[src/nnpc_pkg.sv]
// Package for the nearest-neighbour point chain filter.
// Holds widths, register indexes and the control/status structs used by the modules.
// No dependencies.
`default_nettype none

package nnpc_pkg;

	localparam int MAX_POINTS_DEF = 32;  // default point store depth
	localparam int RESULT_CAP     = 32;  // longest chain that is reported
	localparam int COORD_W        = 16;  // signed Q8.8 coordinate
	localparam int INDEX_W        = 5;   // reported source index
	localparam int SQ_W           = 32;  // one squared axis difference
	localparam int D2_W           = 33;  // sum of two squared differences
	localparam int CMP_W          = 8;   // width for count compares

	localparam int CFG_IDX_W  = 1;
	localparam int CFG_DATA_W = 16;

	localparam logic [CFG_IDX_W-1:0] REG_FILTER_ENABLE  = 1'd0;
	localparam logic [CFG_IDX_W-1:0] REG_DISTANCE_LIMIT = 1'd1;

	localparam logic                  FILTER_ENABLE_RST  = 1'b1;
	localparam logic [CFG_DATA_W-1:0] DISTANCE_LIMIT_RST = 16'd1408;  // 5.5 m

	// controller -> datapath
	typedef struct packed {
		logic load;        // store the point of an input transfer
		logic start_set;   // latch start position, open a new chain
		logic scan_start;  // rewind the scan, forget the best candidate
		logic scan_run;    // issue reads through the candidate pipeline
		logic commit;      // append the best candidate to the chain
		logic emit;        // load the output register from the current point
		logic emit_end;    // mark the loaded result as the last one
		logic emit_empty;  // load the empty-chain result instead
		logic finish;      // close the set
	} nnpc_cmd_t;

	// datapath -> controller
	typedef struct packed {
		logic scan_done;   // all candidates went through the compare stage
		logic have;        // a qualifying candidate was found
		logic last_step;   // committing the candidate fills the chain
		logic len_zero;    // no point chained yet
		logic out_free;    // output register can take a result this cycle
	} nnpc_sts_t;

endpackage

`default_nettype wire

[src/nnpc_ctrl.sv]
// Sequencer of the point chain filter: load, scan, decide, emit.
// Depends on nnpc_pkg for the command and status structs.
`default_nettype none

module nnpc_ctrl (
	input  wire logic                clk,
	input  wire logic                arst_n,
	input  wire logic                in_valid,
	input  wire logic                in_set_end,
	output logic                     in_ready,
	output nnpc_pkg::nnpc_cmd_t      cmd,
	input  wire nnpc_pkg::nnpc_sts_t sts
);
	import nnpc_pkg::*;

	localparam logic [2:0] ST_LOAD   = 3'd0;
	localparam logic [2:0] ST_STEP   = 3'd1;
	localparam logic [2:0] ST_SCAN   = 3'd2;
	localparam logic [2:0] ST_DECIDE = 3'd3;
	localparam logic [2:0] ST_LAST   = 3'd4;

	logic [2:0] state_q;
	logic [2:0] state_d;

	always_comb begin
		state_d  = state_q;
		cmd      = '0;
		in_ready = 1'b0;
		case (state_q)
			ST_LOAD: begin
				in_ready = 1'b1;
				if (in_valid) begin
					cmd.load = 1'b1;
					if (in_set_end) begin
						cmd.start_set = 1'b1;
						state_d       = ST_STEP;
					end
				end
			end
			ST_STEP: begin
				cmd.scan_start = 1'b1;
				state_d        = ST_SCAN;
			end
			ST_SCAN: begin
				cmd.scan_run = 1'b1;
				if (sts.scan_done) begin
					state_d = ST_DECIDE;
				end
			end
			ST_DECIDE: begin
				if (sts.out_free) begin
					if (sts.have) begin
						// hand out the previous point, then advance
						cmd.commit = 1'b1;
						cmd.emit   = !sts.len_zero;
						state_d    = sts.last_step ? ST_LAST : ST_STEP;
					end else begin
						cmd.emit       = 1'b1;
						cmd.emit_end   = 1'b1;
						cmd.emit_empty = sts.len_zero;
						cmd.finish     = 1'b1;
						state_d        = ST_LOAD;
					end
				end
			end
			ST_LAST: begin
				if (sts.out_free) begin
					cmd.emit     = 1'b1;
					cmd.emit_end = 1'b1;
					cmd.finish   = 1'b1;
					state_d      = ST_LOAD;
				end
			end
			default: begin
				state_d = ST_LOAD;
			end
		endcase
	end

	always_ff @(posedge clk or negedge arst_n) begin
		if (!arst_n) begin
			state_q <= ST_LOAD;
		end else begin
			state_q <= state_d;
		end
	end

`ifndef SYNTHESIS
	a_scan_leads_to_decide: assert property (@(posedge clk) disable iff (!arst_n)
		(state_q == ST_SCAN && sts.scan_done) |=> (state_q == ST_DECIDE))
		else $error("scan completion did not reach the decision state");
`endif
endmodule

`default_nettype wire

[config.mk]
export PLATFORM = sky130hd
export DESIGN_NAME = nnpc_ctrl
export DESIGN_NICKNAME = d
export VERILOG_FILES = /design/src/nnpc_pkg.sv /design/src/nnpc_ctrl.sv
export SDC_FILE = /design/constraint.sdc
export NUM_CORES = 1
export LEC_CHECK = 0
export ABC_CLOCK_PERIOD_IN_PS = 1200
export BUFFER_PORTS_ARGS = -buffer_cell sky130_fd_sc_hd__buf_4
export CAP_MARGIN = 20
export CORE_AREA = 2 2 39 41
export CTS_BUF_LIST = sky130_fd_sc_hd__clkbuf_4
export DETAILED_ROUTE_END_ITERATION = 10
export DIE_AREA = 0 0 41 43
export GPL_TIMING_DRIVEN = 0
export PLACE_DENSITY_LB_ADDON = 0.25
export SLEW_MARGIN = 0
export SYNTH_ARGS = -nofsm -noshare
export SYNTH_HDL_FRONTEND = slang
export SYNTH_SLANG_ARGS = --single-unit
[constraint.sdc]
create_clock -name clk -period 1.2 [get_ports clk]
set_clock_uncertainty 0.1 [all_clocks]
set_input_delay 0.24 -clock clk [delete_from_list [all_inputs] [get_ports clk]]
set_output_delay 0.24 -clock clk [all_outputs]
set_load 0.01 [all_outputs]
==> metrics.txt <==
critical path launch point=state_q[0]$_DFFE_PN0P_; CTS root buffer=clkbuf_4; compound-gate portion of the synthesized area=0.187; TritonCTS clock tree=done; critical path startpoint category=register; Max-Slew Margin vs Limit=0.816; largest register by flop count=state_q; num rows=14; area of the multi-input gates=240 sq um; nets=70; largest net degree at the start of global routing=6; most frequent cells in the layout=buf_4 (20), buf_6 (8), clkbuf_4 (4); core area=0.00138 sq mm; Setup crit end=cmd[2]; Largest regs=state_q x3; DRT iter0 DRCs=1; Via-to-Cell Ratio=4.41; Fmax=0.615 GHz; IO Pins=19; CTS buffer count=3; Starting Density=0.184; CTS sink count=3; clk_lat worst skew=230 ps; R2R setup slack=-20 ps; crit path max fanout=5; commonest non-fill, non-tap cell in the layout=buf_4; Syn Area/Cell=9.07 sq um; DP Cell Count=62; Synth cell types=21; largest family of logic cells by synthesized area=simple AND/OR/NAND/NOR gates; GPL Wtd Cong=0.618; first-pass GRT wire length=1.17 mm; chip height=43 um; drt total wl=811 um; sequential fraction of the synthesis area=0.296; initial antenna violation count=0; Power Total=0.00122 W; DPL Wire Length=494 um; Top delay family on crit path=flip-flops; max FFs per register=3; DRT antenna net count=0; adder-cell share of the synthesized area=0; outcome=complete, but fails checks; Ys Warns=0; Slew Viols, Final=0; syn nets=37; Pwr Density=1940 mW/mm^2; setup total negative slack=-3850 ps; FF-to-FF End=state_q[2]$_DFFE_PN0P_; drt drc=0; clock period minus worst slack=1630 ps; synthesized-area fraction occupied by xor and xnor cells=0; Mapped Area=254 sq um; clk buf depth=2; drt first pass iters=2; number of global-route vias before repair=303; final worst slack=-426 ps; crit-path cells=nor2_4 -> and2_4 -> o21a_1 -> buf_4 -> buf_6; Crit Reg-Reg Startpoint=state_q[2]$_DFFE_PN0P_; worst r2r path cells=4; # setup viols final=11; Remaining Overflow, GRT=0; utilization after layout=0.453; simple-gate share of the synthesized area=0.458; Post-Synthesis Cells=28; top cell type by total area after synthesis=dfrtp_1; H-Tree Depth=1; top post-synthesis cells by area=dfrtp_1 (30%), nor3_4 (6.4%), nor3b_1 (5.9%); VDD IR max=0.575 mV; Fin. Hold Viols=0; slowest cell on the critical path=dfrtp_2; Seq. cell area=78.8 sq um; Antenna Cells=0; non-filler cells, final=76; failing checks=setup timing; FILL cells=161; synthesized flop and latch total=3; Clock transition at path regs=40 ps; Crit path required time=860 ps; gr usage total=0.0959; CP Capture Type=output port; WS Path Type=register to output port; RSZ-0062 raised after global routing=yes; # port buffers=18; fin crit share=1.36; crit path buf inv count=2; Worst-Margin Slew=275 ps; share of cells above drive strength 1=0.783; Synth top area share=0.296; via count=335; logic depth of the worst setup path including buffers=5; DR WL/cell=10.7 um; Max Cap Viol=0; Die W=41 um; area delta synth->final=147%; CP arrival=1290 ps; DIE AREA=0.00176 sq mm; Critical Path Max Stage Delay=450 ps; HP Class=primary input to register; P_leak=0.289 nW; multiplexer area fraction after synthesis=0
## cells by family after synthesis
logic type,after synthesis
AND/OR/NAND/NOR,15
buffers and inverters,3
AO/OA/AOI/OAI,7
flip-flops,3
## Yosys cell counts
| cell type | count |
|---|---|
| nand3b_2 | 1 |
| nand3b_1 | 1 |
| nor3_4 | 1 |
| o21a_1 | 2 |
| and2_4 | 1 |
| nor2_1 | 2 |
| and3_1 | 1 |
| a211oi_1 | 1 |
| nor4b_2 | 1 |
| inv_1 | 2 |
| nor3_1 | 1 |
| a21oi_1 | 1 |
| dfrtp_1 | 3 |
| nor2b_1 | 1 |
| a22o_1 | 1 |
| a31oi_1 | 1 |
| buf_4 | 1 |
| nor3b_1 | 2 |
| o21ai_1 | 1 |
| and2_1 | 2 |
| nand3_1 | 1 |
## how the worst min path moves through the flow
stage                 from                     end  slack, ps  cells after the start
finish              sts[0]  state_q[1]$_DFFE_PN0P_        110                      2
detailed placement  arst_n  state_q[2]$_DFFE_PN0P_        -70                      1
global placement    arst_n  state_q[2]$_DFFE_PN0P_        -70                      1
floorplan           arst_n  state_q[0]$_DFFE_PN0P_       -160                      0
global route        sts[0]  state_q[1]$_DFFE_PN0P_        120                      2
CTS                 sts[0]  state_q[1]$_DFFE_PN0P_        110                      2
## power breakdown
group	leakage [nW]	switching, W	total, W	internal [W]
Combinational	0.237	0.000318	0.000803	0.000484
Clock	0.0184	0.0000490	0.000196	0.000147
Sequential	0.0334	0.0000750	0.000219	0.000144
Total	0.289	0.000442	0.00122	0.000775
## repair_timing
action                                  CTS  global route
cloned                                    0             0
hold endpoints to repair                  3             0
buffers inserted                          7             3
hold buffers                              1             0
resized for setup                        11             9
pin swaps                                 6             5
endpoints found under the setup margin   10            12
## layer usage
layer / up-vias / share of wire / GRT usage
met3: 0 / 0.097 / 0
met5: - / 0 / 0
met2: 17 / 0.53 / 0.163
met1: 151 / 0.37 / 0.111
met4: 0 / 0 / 0.0600
li1: 167 / - / -
## stage by stage
| step | hold slack (ps) | instance area (sq um) | worst slack [ps] |
|---|---|---|---|
| after floorplan | -156 | 273 | -171 |
| after global placement | -70.9 | 428 | -296 |
| after detailed placement | -71.4 | 428 | -297 |
| after CTS | 108 | 566 | -426 |
| after global routing | 117 | 627 | -493 |
| final | 110 | 627 | -426 |
## area by class of cell
type,instances,share of cell area
Buffer,1,0.0120
Clock buffer,4,0.0479
Inverter,2,0.0120
Multi-Input combinational cell,22,0.383
Sequential cell,3,0.126
Tap cell,16,0.0319
Timing Repair Buffer,28,0.387
Power figures use the tool's default switching activity.
