==> src/nnpc_pkg.sv <==
// Package for the nearest-neighbour point chain filter.
// Holds widths, register indexes and the control/status structs used by the modules.
// No dependencies.
`default_nettype none

package nnpc_pkg;

	localparam int MAX_POINTS_DEF = 32;  // default point store depth
	localparam int RESULT_CAP     = 32;  // longest chain that is reported
	localparam int COORD_W        = 16;  // signed Q8.8 coordinate
	localparam int INDEX_W        = 5;   // reported source index
	localparam int SQ_W           = 32;  // one squared axis difference
	localparam int D2_W           = 33;  // sum of two squared differences
	localparam int CMP_W          = 8;   // width for count compares

	localparam int CFG_IDX_W  = 1;
	localparam int CFG_DATA_W = 16;

	localparam logic [CFG_IDX_W-1:0] REG_FILTER_ENABLE  = 1'd0;
	localparam logic [CFG_IDX_W-1:0] REG_DISTANCE_LIMIT = 1'd1;

	localparam logic                  FILTER_ENABLE_RST  = 1'b1;
	localparam logic [CFG_DATA_W-1:0] DISTANCE_LIMIT_RST = 16'd1408;  // 5.5 m

	// controller -> datapath
	typedef struct packed {
		logic load;        // store the point of an input transfer
		logic start_set;   // latch start position, open a new chain
		logic scan_start;  // rewind the scan, forget the best candidate
		logic scan_run;    // issue reads through the candidate pipeline
		logic commit;      // append the best candidate to the chain
		logic emit;        // load the output register from the current point
		logic emit_end;    // mark the loaded result as the last one
		logic emit_empty;  // load the empty-chain result instead
		logic finish;      // close the set
	} nnpc_cmd_t;

	// datapath -> controller
	typedef struct packed {
		logic scan_done;   // all candidates went through the compare stage
		logic have;        // a qualifying candidate was found
		logic last_step;   // committing the candidate fills the chain
		logic len_zero;    // no point chained yet
		logic out_free;    // output register can take a result this cycle
	} nnpc_sts_t;

endpackage

`default_nettype wire

==> src/nnpc_ram.sv <==
// Generic single-port-write, single-port-read RAM with registered read data.
// Depends on nnpc_pkg for default sizes only.
`default_nettype none

module nnpc_ram #(
	parameter int WIDTH = 2 * nnpc_pkg::COORD_W,
	parameter int DEPTH = nnpc_pkg::MAX_POINTS_DEF
) (
	input  wire logic                                          clk,
	input  wire logic                                          we,
	input  wire logic [((DEPTH > 1) ? $clog2(DEPTH) : 1)-1:0] waddr,
	input  wire logic [WIDTH-1:0]                              wdata,
	input  wire logic [((DEPTH > 1) ? $clog2(DEPTH) : 1)-1:0] raddr,
	output logic      [WIDTH-1:0]                              rdata
);
	logic [WIDTH-1:0] mem_q [DEPTH];

	always_ff @(posedge clk) begin
		if (we) begin
			mem_q[waddr] <= wdata;
		end
		rdata <= mem_q[raddr];
	end
endmodule

`default_nettype wire

==> src/nnpc_dp.sv <==
// Datapath of the point chain filter: point store, candidate pipeline, best tracker,
// chain registers, configuration registers and output register.
// Depends on nnpc_pkg and nnpc_ram.
`default_nettype none

module nnpc_dp #(
	parameter int MAX_POINTS = nnpc_pkg::MAX_POINTS_DEF
) (
	input  wire logic                                 clk,
	input  wire logic                                 arst_n,
	input  wire logic                                 wr_en,
	input  wire logic [nnpc_pkg::CFG_IDX_W-1:0]       wr_index,
	input  wire logic [nnpc_pkg::CFG_DATA_W-1:0]      wr_data,
	input  wire logic signed [nnpc_pkg::COORD_W-1:0]  point_x,
	input  wire logic signed [nnpc_pkg::COORD_W-1:0]  point_y,
	input  wire logic signed [nnpc_pkg::COORD_W-1:0]  start_x,
	input  wire logic signed [nnpc_pkg::COORD_W-1:0]  start_y,
	input  wire logic                                 out_ready,
	output logic                                      out_valid,
	output logic                                      valid_res,
	output logic signed [nnpc_pkg::COORD_W-1:0]       out_x,
	output logic signed [nnpc_pkg::COORD_W-1:0]       out_y,
	output logic        [nnpc_pkg::INDEX_W-1:0]       source_index,
	output logic                                      dropped,
	output logic                                      chain_end,
	input  wire nnpc_pkg::nnpc_cmd_t                  cmd,
	output nnpc_pkg::nnpc_sts_t                       sts
);
	import nnpc_pkg::*;

	localparam int AW    = (MAX_POINTS > 1) ? $clog2(MAX_POINTS) : 1;
	localparam int CW    = $clog2(MAX_POINTS + 1);
	localparam int RAM_W = 2 * COORD_W;

	function automatic logic [SQ_W-1:0] sq_diff(input logic signed [COORD_W-1:0] a,
		input logic signed [COORD_W-1:0] b);
		logic signed [COORD_W:0]     df;
		logic signed [2*COORD_W+1:0] pr;
		df = {a[COORD_W-1], a} - {b[COORD_W-1], b};
		pr = (2*COORD_W+2)'(df) * (2*COORD_W+2)'(df);
		return pr[SQ_W-1:0];
	endfunction

	// configuration
	logic                  fe_q;
	logic [CFG_DATA_W-1:0] dl_q;
	logic [SQ_W-1:0]       lim2_q;

	// set bookkeeping
	logic [CW-1:0] count_q;
	logic          ovf_q;
	logic          full;

	// scan
	logic [CW-1:0]    j_q;
	logic             issue;
	logic [RAM_W-1:0] rdata;
	logic signed [COORD_W-1:0] rx;
	logic signed [COORD_W-1:0] ry;

	logic          vld_s1, used_s1;
	logic [AW-1:0] j_s1;

	logic                      vld_s2, used_s2;
	logic [AW-1:0]             j_s2;
	logic signed [COORD_W-1:0] x_s2, y_s2;
	logic [SQ_W-1:0]           sqdx_s2, sqdy_s2, sqex_s2, sqey_s2;

	logic                      vld_s3, used_s3;
	logic [AW-1:0]             j_s3;
	logic signed [COORD_W-1:0] x_s3, y_s3;
	logic [D2_W-1:0]           d_s3, l3_s3;
	logic [D2_W:0]             l1d_s3;

	logic qual, upd;

	// best candidate of the running scan
	logic                      have_q;
	logic [AW-1:0]             best_j_q;
	logic [D2_W-1:0]           bestd_q;
	logic signed [COORD_W-1:0] best_x_q, best_y_q;

	// chain
	logic signed [COORD_W-1:0] cur_x_q, cur_y_q, prev_x_q, prev_y_q;
	logic [AW-1:0]             cur_j_q;
	logic [D2_W-1:0]           l1_q;
	logic [CW-1:0]             len_q;
	logic [MAX_POINTS-1:0]     used_q;

	// output register
	logic                      out_valid_q;

	always_ff @(posedge clk or negedge arst_n) begin
		if (!arst_n) begin
			fe_q <= FILTER_ENABLE_RST;
			dl_q <= DISTANCE_LIMIT_RST;
		end else if (wr_en) begin
			case (wr_index)
				REG_FILTER_ENABLE:  fe_q <= wr_data[0];
				REG_DISTANCE_LIMIT: dl_q <= wr_data;
				default: ;
			endcase
		end
	end

	always_ff @(posedge clk) begin
		lim2_q <= SQ_W'(dl_q) * SQ_W'(dl_q);
	end

	assign full = (count_q == CW'(MAX_POINTS));

	always_ff @(posedge clk or negedge arst_n) begin
		if (!arst_n) begin
			count_q <= '0;
			ovf_q   <= 1'b0;
		end else if (cmd.finish) begin
			count_q <= '0;
			ovf_q   <= 1'b0;
		end else if (cmd.load) begin
			if (full) begin
				ovf_q <= 1'b1;
			end else begin
				count_q <= count_q + CW'(1);
			end
		end
	end

	nnpc_ram #(
		.WIDTH(RAM_W),
		.DEPTH(MAX_POINTS)
	) u_store (
		.clk  (clk),
		.we   (cmd.load && !full),
		.waddr(count_q[AW-1:0]),
		.wdata({point_x, point_y}),
		.raddr(j_q[AW-1:0]),
		.rdata(rdata)
	);

	assign issue = cmd.scan_run && (j_q != count_q);
	assign rx    = rdata[RAM_W-1:COORD_W];
	assign ry    = rdata[COORD_W-1:0];

	always_ff @(posedge clk or negedge arst_n) begin
		if (!arst_n) begin
			j_q    <= '0;
			vld_s1 <= 1'b0;
			vld_s2 <= 1'b0;
			vld_s3 <= 1'b0;
		end else begin
			if (cmd.scan_start) begin
				j_q <= '0;
			end else if (issue) begin
				j_q <= j_q + CW'(1);
			end
			vld_s1 <= issue;
			vld_s2 <= vld_s1;
			vld_s3 <= vld_s2;
		end
	end

	// read -> square -> sum; compare in front of the best registers
	always_ff @(posedge clk) begin
		j_s1    <= j_q[AW-1:0];
		used_s1 <= used_q[j_q[AW-1:0]];

		j_s2    <= j_s1;
		used_s2 <= used_s1;
		x_s2    <= rx;
		y_s2    <= ry;
		sqdx_s2 <= sq_diff(rx, cur_x_q);
		sqdy_s2 <= sq_diff(ry, cur_y_q);
		sqex_s2 <= sq_diff(rx, prev_x_q);
		sqey_s2 <= sq_diff(ry, prev_y_q);

		j_s3    <= j_s2;
		used_s3 <= used_s2;
		x_s3    <= x_s2;
		y_s3    <= y_s2;
		d_s3    <= D2_W'(sqdx_s2) + D2_W'(sqdy_s2);
		l3_s3   <= D2_W'(sqex_s2) + D2_W'(sqey_s2);
		l1d_s3  <= (D2_W+1)'(l1_q) + (D2_W+1)'(sqdx_s2) + (D2_W+1)'(sqdy_s2);
	end

	// forward test applies from the third chain point on
	assign qual = vld_s3 && !used_s3 &&
		(!fe_q || ((d_s3 < D2_W'(lim2_q)) &&
		((len_q < CW'(2)) || (l1d_s3 < (D2_W+1)'(l3_s3)))));
	assign upd  = qual && (!have_q || (d_s3 < bestd_q));

	always_ff @(posedge clk or negedge arst_n) begin
		if (!arst_n) begin
			have_q <= 1'b0;
		end else if (cmd.scan_start) begin
			have_q <= 1'b0;
		end else if (upd) begin
			have_q <= 1'b1;
		end
	end

	always_ff @(posedge clk) begin
		if (upd) begin
			best_j_q <= j_s3;
			bestd_q  <= d_s3;
			best_x_q <= x_s3;
			best_y_q <= y_s3;
		end
	end

	always_ff @(posedge clk or negedge arst_n) begin
		if (!arst_n) begin
			len_q  <= '0;
			used_q <= '0;
		end else if (cmd.start_set || cmd.finish) begin
			len_q  <= '0;
			used_q <= '0;
		end else if (cmd.commit) begin
			len_q            <= len_q + CW'(1);
			used_q[best_j_q] <= 1'b1;
		end
	end

	always_ff @(posedge clk or negedge arst_n) begin
		if (!arst_n) begin
			cur_x_q <= '0;
			cur_y_q <= '0;
		end else if (cmd.start_set) begin
			cur_x_q <= start_x;
			cur_y_q <= start_y;
		end else if (cmd.commit) begin
			cur_x_q <= best_x_q;
			cur_y_q <= best_y_q;
		end
	end

	always_ff @(posedge clk) begin
		if (cmd.commit) begin
			prev_x_q <= cur_x_q;
			prev_y_q <= cur_y_q;
			cur_j_q  <= best_j_q;
			l1_q     <= bestd_q;
		end
	end

	always_ff @(posedge clk or negedge arst_n) begin
		if (!arst_n) begin
			out_valid_q <= 1'b0;
		end else if (cmd.emit) begin
			out_valid_q <= 1'b1;
		end else if (out_ready) begin
			out_valid_q <= 1'b0;
		end
	end

	always_ff @(posedge clk) begin
		if (cmd.emit) begin
			valid_res    <= !cmd.emit_empty;
			out_x        <= cmd.emit_empty ? '0 : cur_x_q;
			out_y        <= cmd.emit_empty ? '0 : cur_y_q;
			source_index <= cmd.emit_empty ? '0 : INDEX_W'(cur_j_q);
			dropped      <= ovf_q;
			chain_end    <= cmd.emit_end;
		end
	end

	assign out_valid     = out_valid_q;
	assign sts.scan_done = (j_q == count_q) && !vld_s1 && !vld_s2 && !vld_s3;
	assign sts.have      = have_q;
	assign sts.len_zero  = (len_q == '0);
	assign sts.last_step = ((CMP_W'(len_q) + CMP_W'(1)) == CMP_W'(count_q)) ||
		((CMP_W'(len_q) + CMP_W'(1)) == CMP_W'(RESULT_CAP));
	assign sts.out_free  = !out_valid_q || out_ready;

`ifndef SYNTHESIS
	a_emit_into_free_slot: assert property (@(posedge clk) disable iff (!arst_n)
		cmd.emit |-> sts.out_free)
		else $error("result loaded over one that was not transferred");
	a_commit_needs_best: assert property (@(posedge clk) disable iff (!arst_n)
		cmd.commit |-> have_q)
		else $error("chain advanced without a qualifying candidate");
	a_used_matches_len: assert property (@(posedge clk) disable iff (!arst_n)
		$countones(used_q) == int'(len_q))
		else $error("used mask out of step with chain length");
	a_len_within_set: assert property (@(posedge clk) disable iff (!arst_n)
		len_q <= count_q)
		else $error("chain longer than the stored set");
`endif
endmodule

`default_nettype wire

==> config.mk <==
export PLATFORM = sky130hd
export DESIGN_NAME = nnpc_dp
export DESIGN_NICKNAME = d
export VERILOG_FILES = /design/src/nnpc_pkg.sv /design/src/nnpc_ram.sv /design/src/nnpc_dp.sv
export SDC_FILE = /design/constraint.sdc
export NUM_CORES = 2
export LEC_CHECK = 0
export BUFFER_PORTS_ARGS = -buffer_cell sky130_fd_sc_hd__buf_2
export CORE_ASPECT_RATIO = 0.75
export CORE_MARGIN = 3
export CORE_UTILIZATION = 50
export CTS_CLUSTER_DIAMETER = 30
export DETAILED_ROUTE_END_ITERATION = 8
export PLACE_DENSITY = 0.68
export SYNTH_ARGS = -nofsm -noshare
export SYNTH_HDL_FRONTEND = slang
export SYNTH_SLANG_ARGS = --single-unit
==> constraint.sdc <==
create_clock -name clk -period 8.8 [get_ports clk]
set_input_delay 1.76 -clock clk [delete_from_list [all_inputs] [get_ports clk]]
set_output_delay 1.76 -clock clk [all_outputs]
set_load 0.005 [all_outputs]
==> results.toml <==
[status]
outcome = "completed"

[synth]
yosysSeqAreaShare_pct = 42.08
ys_seq_elements = 1678
yosys_warnings = 0
synth-async-reset-ratio_pct = 6.257
netlist_area_um2 = 109700
syn_avg_cell_area_um2 = 12.74
ys.flop_type = "edfxtp_1"
synth_cell_types = 90
synth_edf_count = 1204
synth_cells = 8613

[flow_run]
cap_violations = 0

[critical_path]
required_ns = 9.50
crit_family = "adder cells"
cpPeakStageDelay_ns = 0.56
crit_type = "flop to flop"
worstPathMaxFanout = 6
cp_num_buf_inv = 9
startpoint_type = "flop"
cp_common_cell = "inv_1"
slowest_stage = "fa_1"
end_kind = "flop"
cp.arrival_ns = 9.33

[drt]
wl_per_cell_um = 23.46
drt_iter0_drc = 6000
via_per_inst = 5.508
first_pass_iters = 6
drtAntennaViolNets = 0
drc = 0
vias = 67390
routed_wirelength_mm = 287.0

[placement]
pre_cts_slack_ns = -0.2213
detailed_place_hpwl_mm = 202.7
port_buffers = 139
gp_congestion = 0.9455

[cells_and_area]
fin_nets = 11060
fillers = 17170
drive_gt1_share_pct = 15.36
finalCoreUtilization_pct = 57.71
area_delta_synth_final_pct = 14.44

[clocking]
clockRootBuffer = "clkbuf_16"
cts_buffers = 285
cts_htree_levels = 5
cts_num_sinks = 1678
cts.clk_slew.worst_paths_ns = 0.05
cts_tree = "built"
clockBufferDepth = 4
worstSkewPairLatency_ns = 0.87
cts-hold-fix-buffers = 0

[timing]
rsz0062_at_grt = "true"
finalCriticalPeriod_ns = 8.625
hold_viol = 0
fmax_mhz = 115.9
setup_violations = 0
relSlewSlack_pct = 22.95
worst_slack_ns = 0.1749
drv_slew = 0
clock_skew_ns = 0.09376
fin_crit_sh_pct = 98.01
tightest_slew_ns = 1.153

[floorplanning]
die_h_um = 411.7
rows = 148
start_util_pct = 50.43
io-pin-count = 140
die_w_um = 546.9
die-area_um2 = 225200
coreArea_um2 = 217600

[grt]
grt_max_degree = 96
track_usage_pct = 25.87
overflow = 0
grt_pass1_wl_mm = 438.8
antenna_found_initial = 41
grt_pass1_vias = 71670

[worst_hold_path]
hp-class = "flop to flop"
worst paths after layout:
check                                      start                endpoint  slack [ns]  cells past startpoint
setup reg to reg           prev_x_q[1]$_DFFE_PP_     sqex_s2[30]$_DFF_P_        0.17                     37
hold reg to reg                  x_s2[1]$_DFF_P_         x_s3[1]$_DFF_P_        0.30                      0
setup / recovery           prev_x_q[1]$_DFFE_PP_     sqex_s2[30]$_DFF_P_        0.17                     37
hold / removal                   x_s2[1]$_DFF_P_         x_s3[1]$_DFF_P_        0.30                      0
min in group asynchronous                 arst_n  cur_y_q[2]$_DFFE_PN0P_        0.88                      1
max in group asynchronous                 arst_n      j_q[1]$_DFFE_PN0P_        6.36                      2
routing by layer:
metal	part of all wire (%)	vias to the layer above	GRT usage, %
met1	42	34670	36.87
met2	45	2844	39.15
li1	-	29340	-
met3	9.6	533	6.735
met4	3.3	8	7.881
met5	0.018	-	0
state kept, by name, indices dropped and copies added, names as in the netlist, 31 cells and up:
signal / flops
u_store.rdata: 32
sqdx_s2: 31
sqey_s2: 31
used_q: 32
sqdy_s2: 31
sqex_s2: 31
l1_q: 33
l3_s3: 33
d_s3: 33
bestd_q: 33
l1d_s3: 34
lim2_q: 31
u_store.mem_q: 1024
cell type report:
type                       instances  area (µm²)  share of cell area [%]
multi-input combinational       4950       56750                   45.19
sequential                      1678       46190                   36.79
clock buffer                     357        7742                   6.166
inverter                        1761        6621                   5.273
tap                             2925        3660                   2.914
timing repair buffer             396        2721                   2.167
clock inverter                   157        1859                   1.481
antenna                           11       27.53                 0.02192
synth_stat cells (all sizes together), types with 6 or more instances:
| library cell | count | area share [%] |
|---|---|---|
| fa | 1229 | 22 |
| nand2b | 55 | 0.32 |
| a31o | 6 | 0.048 |
| nor3b | 9 | 0.062 |
| nor3 | 51 | 0.23 |
| nand4 | 30 | 0.17 |
| edfxtp | 1204 | 33 |
| o22ai | 6 | 0.034 |
| and2 | 93 | 0.53 |
| o31ai | 16 | 0.11 |
| or2 | 18 | 0.10 |
| a41oi | 7 | 0.056 |
| o21ai | 151 | 0.70 |
| dfrtp | 101 | 2.3 |
| mux2i | 36 | 0.33 |
| buf | 43 | 0.18 |
| mux4 | 330 | 6.8 |
| and3 | 21 | 0.12 |
| nor4 | 8 | 0.046 |
| inv | 1750 | 6.0 |
| nor2b | 65 | 0.38 |
| o21bai | 24 | 0.16 |
| nand2 | 484 | 1.7 |
| xor2 | 101 | 0.85 |
| clkinv | 11 | 0.038 |
| mux2 | 51 | 0.52 |
| a211oi | 17 | 0.12 |
| nor2 | 635 | 2.2 |
| o41ai | 8 | 0.088 |
| o211ai | 11 | 0.075 |
| a21o | 126 | 0.86 |
| a21boi | 11 | 0.075 |
| clkbuf | 182 | 0.62 |
| o21a | 46 | 0.31 |
| xnor2 | 260 | 2.1 |
| a31oi | 13 | 0.10 |
| a2111oi | 11 | 0.11 |
| or3 | 12 | 0.068 |
| a21oi | 234 | 1.1 |
| dfxtp | 369 | 6.7 |
| nand3 | 42 | 0.19 |
| ha | 666 | 7.6 |
layout by cell type, fill, tap and decap left out, drive strengths merged, types with 16 or more instances in the layout:
cell type	n
nand2b	55
nand3	42
xnor2	260
nand2	484
clkinvlp	23
nor2b	65
clkinv	85
dfrtp	101
a211oi	17
xor2	101
o21a	46
fa	1229
ha	666
clkbuf	357
or2	18
dfxtp	369
buf	396
o21bai	24
inv	1783
mux4	330
mux2	51
o21ai	151
nor2	635
a21o	126
o31ai	16
a21oi	234
bufinv	27
edfxtp	1204
and3	21
and2	93
mux2i	36
nor3	51
nand4	30
metrics by stage:
| step | hold WS, ns | instances | instance area, µm² | setup TNS, ns |
|---|---|---|---|---|
| after floorplan | 0.3096 | 8614 | 109700 | 0 |
| after global placement | 0.3099 | 11680 | 115200 | 0 |
| after detailed placement | 0.3121 | 11680 | 115200 | -0.3821 |
| after CTS | 0.2996 | 12190 | 124800 | -0.05435 |
| after global routing | 0.3231 | 12230 | 125600 | -0.5466 |
| final | 0.3026 | 12240 | 125600 | 0 |
logic make-up after synthesis:
logic type / synth area share (%)
other: 0.003417
flip-flops: 42.08
buffers and inverters: 6.828
multiplexers: 7.625
adder cells (fa/ha/maj): 30.02
AO/OA/AOI/OAI: 4.321
XOR/XNOR: 2.936
AND/OR/NAND/NOR: 6.193
repair_timing:
action,4_1_cts,5_1_grt
setup endpoints to repair,5,37
pin swaps,1,60
setup buffers,1,31
cloned,0,0
resized for setup,10,141
worst register-to-register path: cells and delay by family (launching register included):
family	cells	cell delay [ns]
fa+ha+maj	8	3.59
compound gates	16	2.95
buf+inv	9	0.75
simple gates	3	0.58
flops	1	0.38
xor+xnor	1	0.27
Power is left out: the tool's default activity adds up to more than one toggle a clock period on the data nets, which glitch-free logic cannot reach.
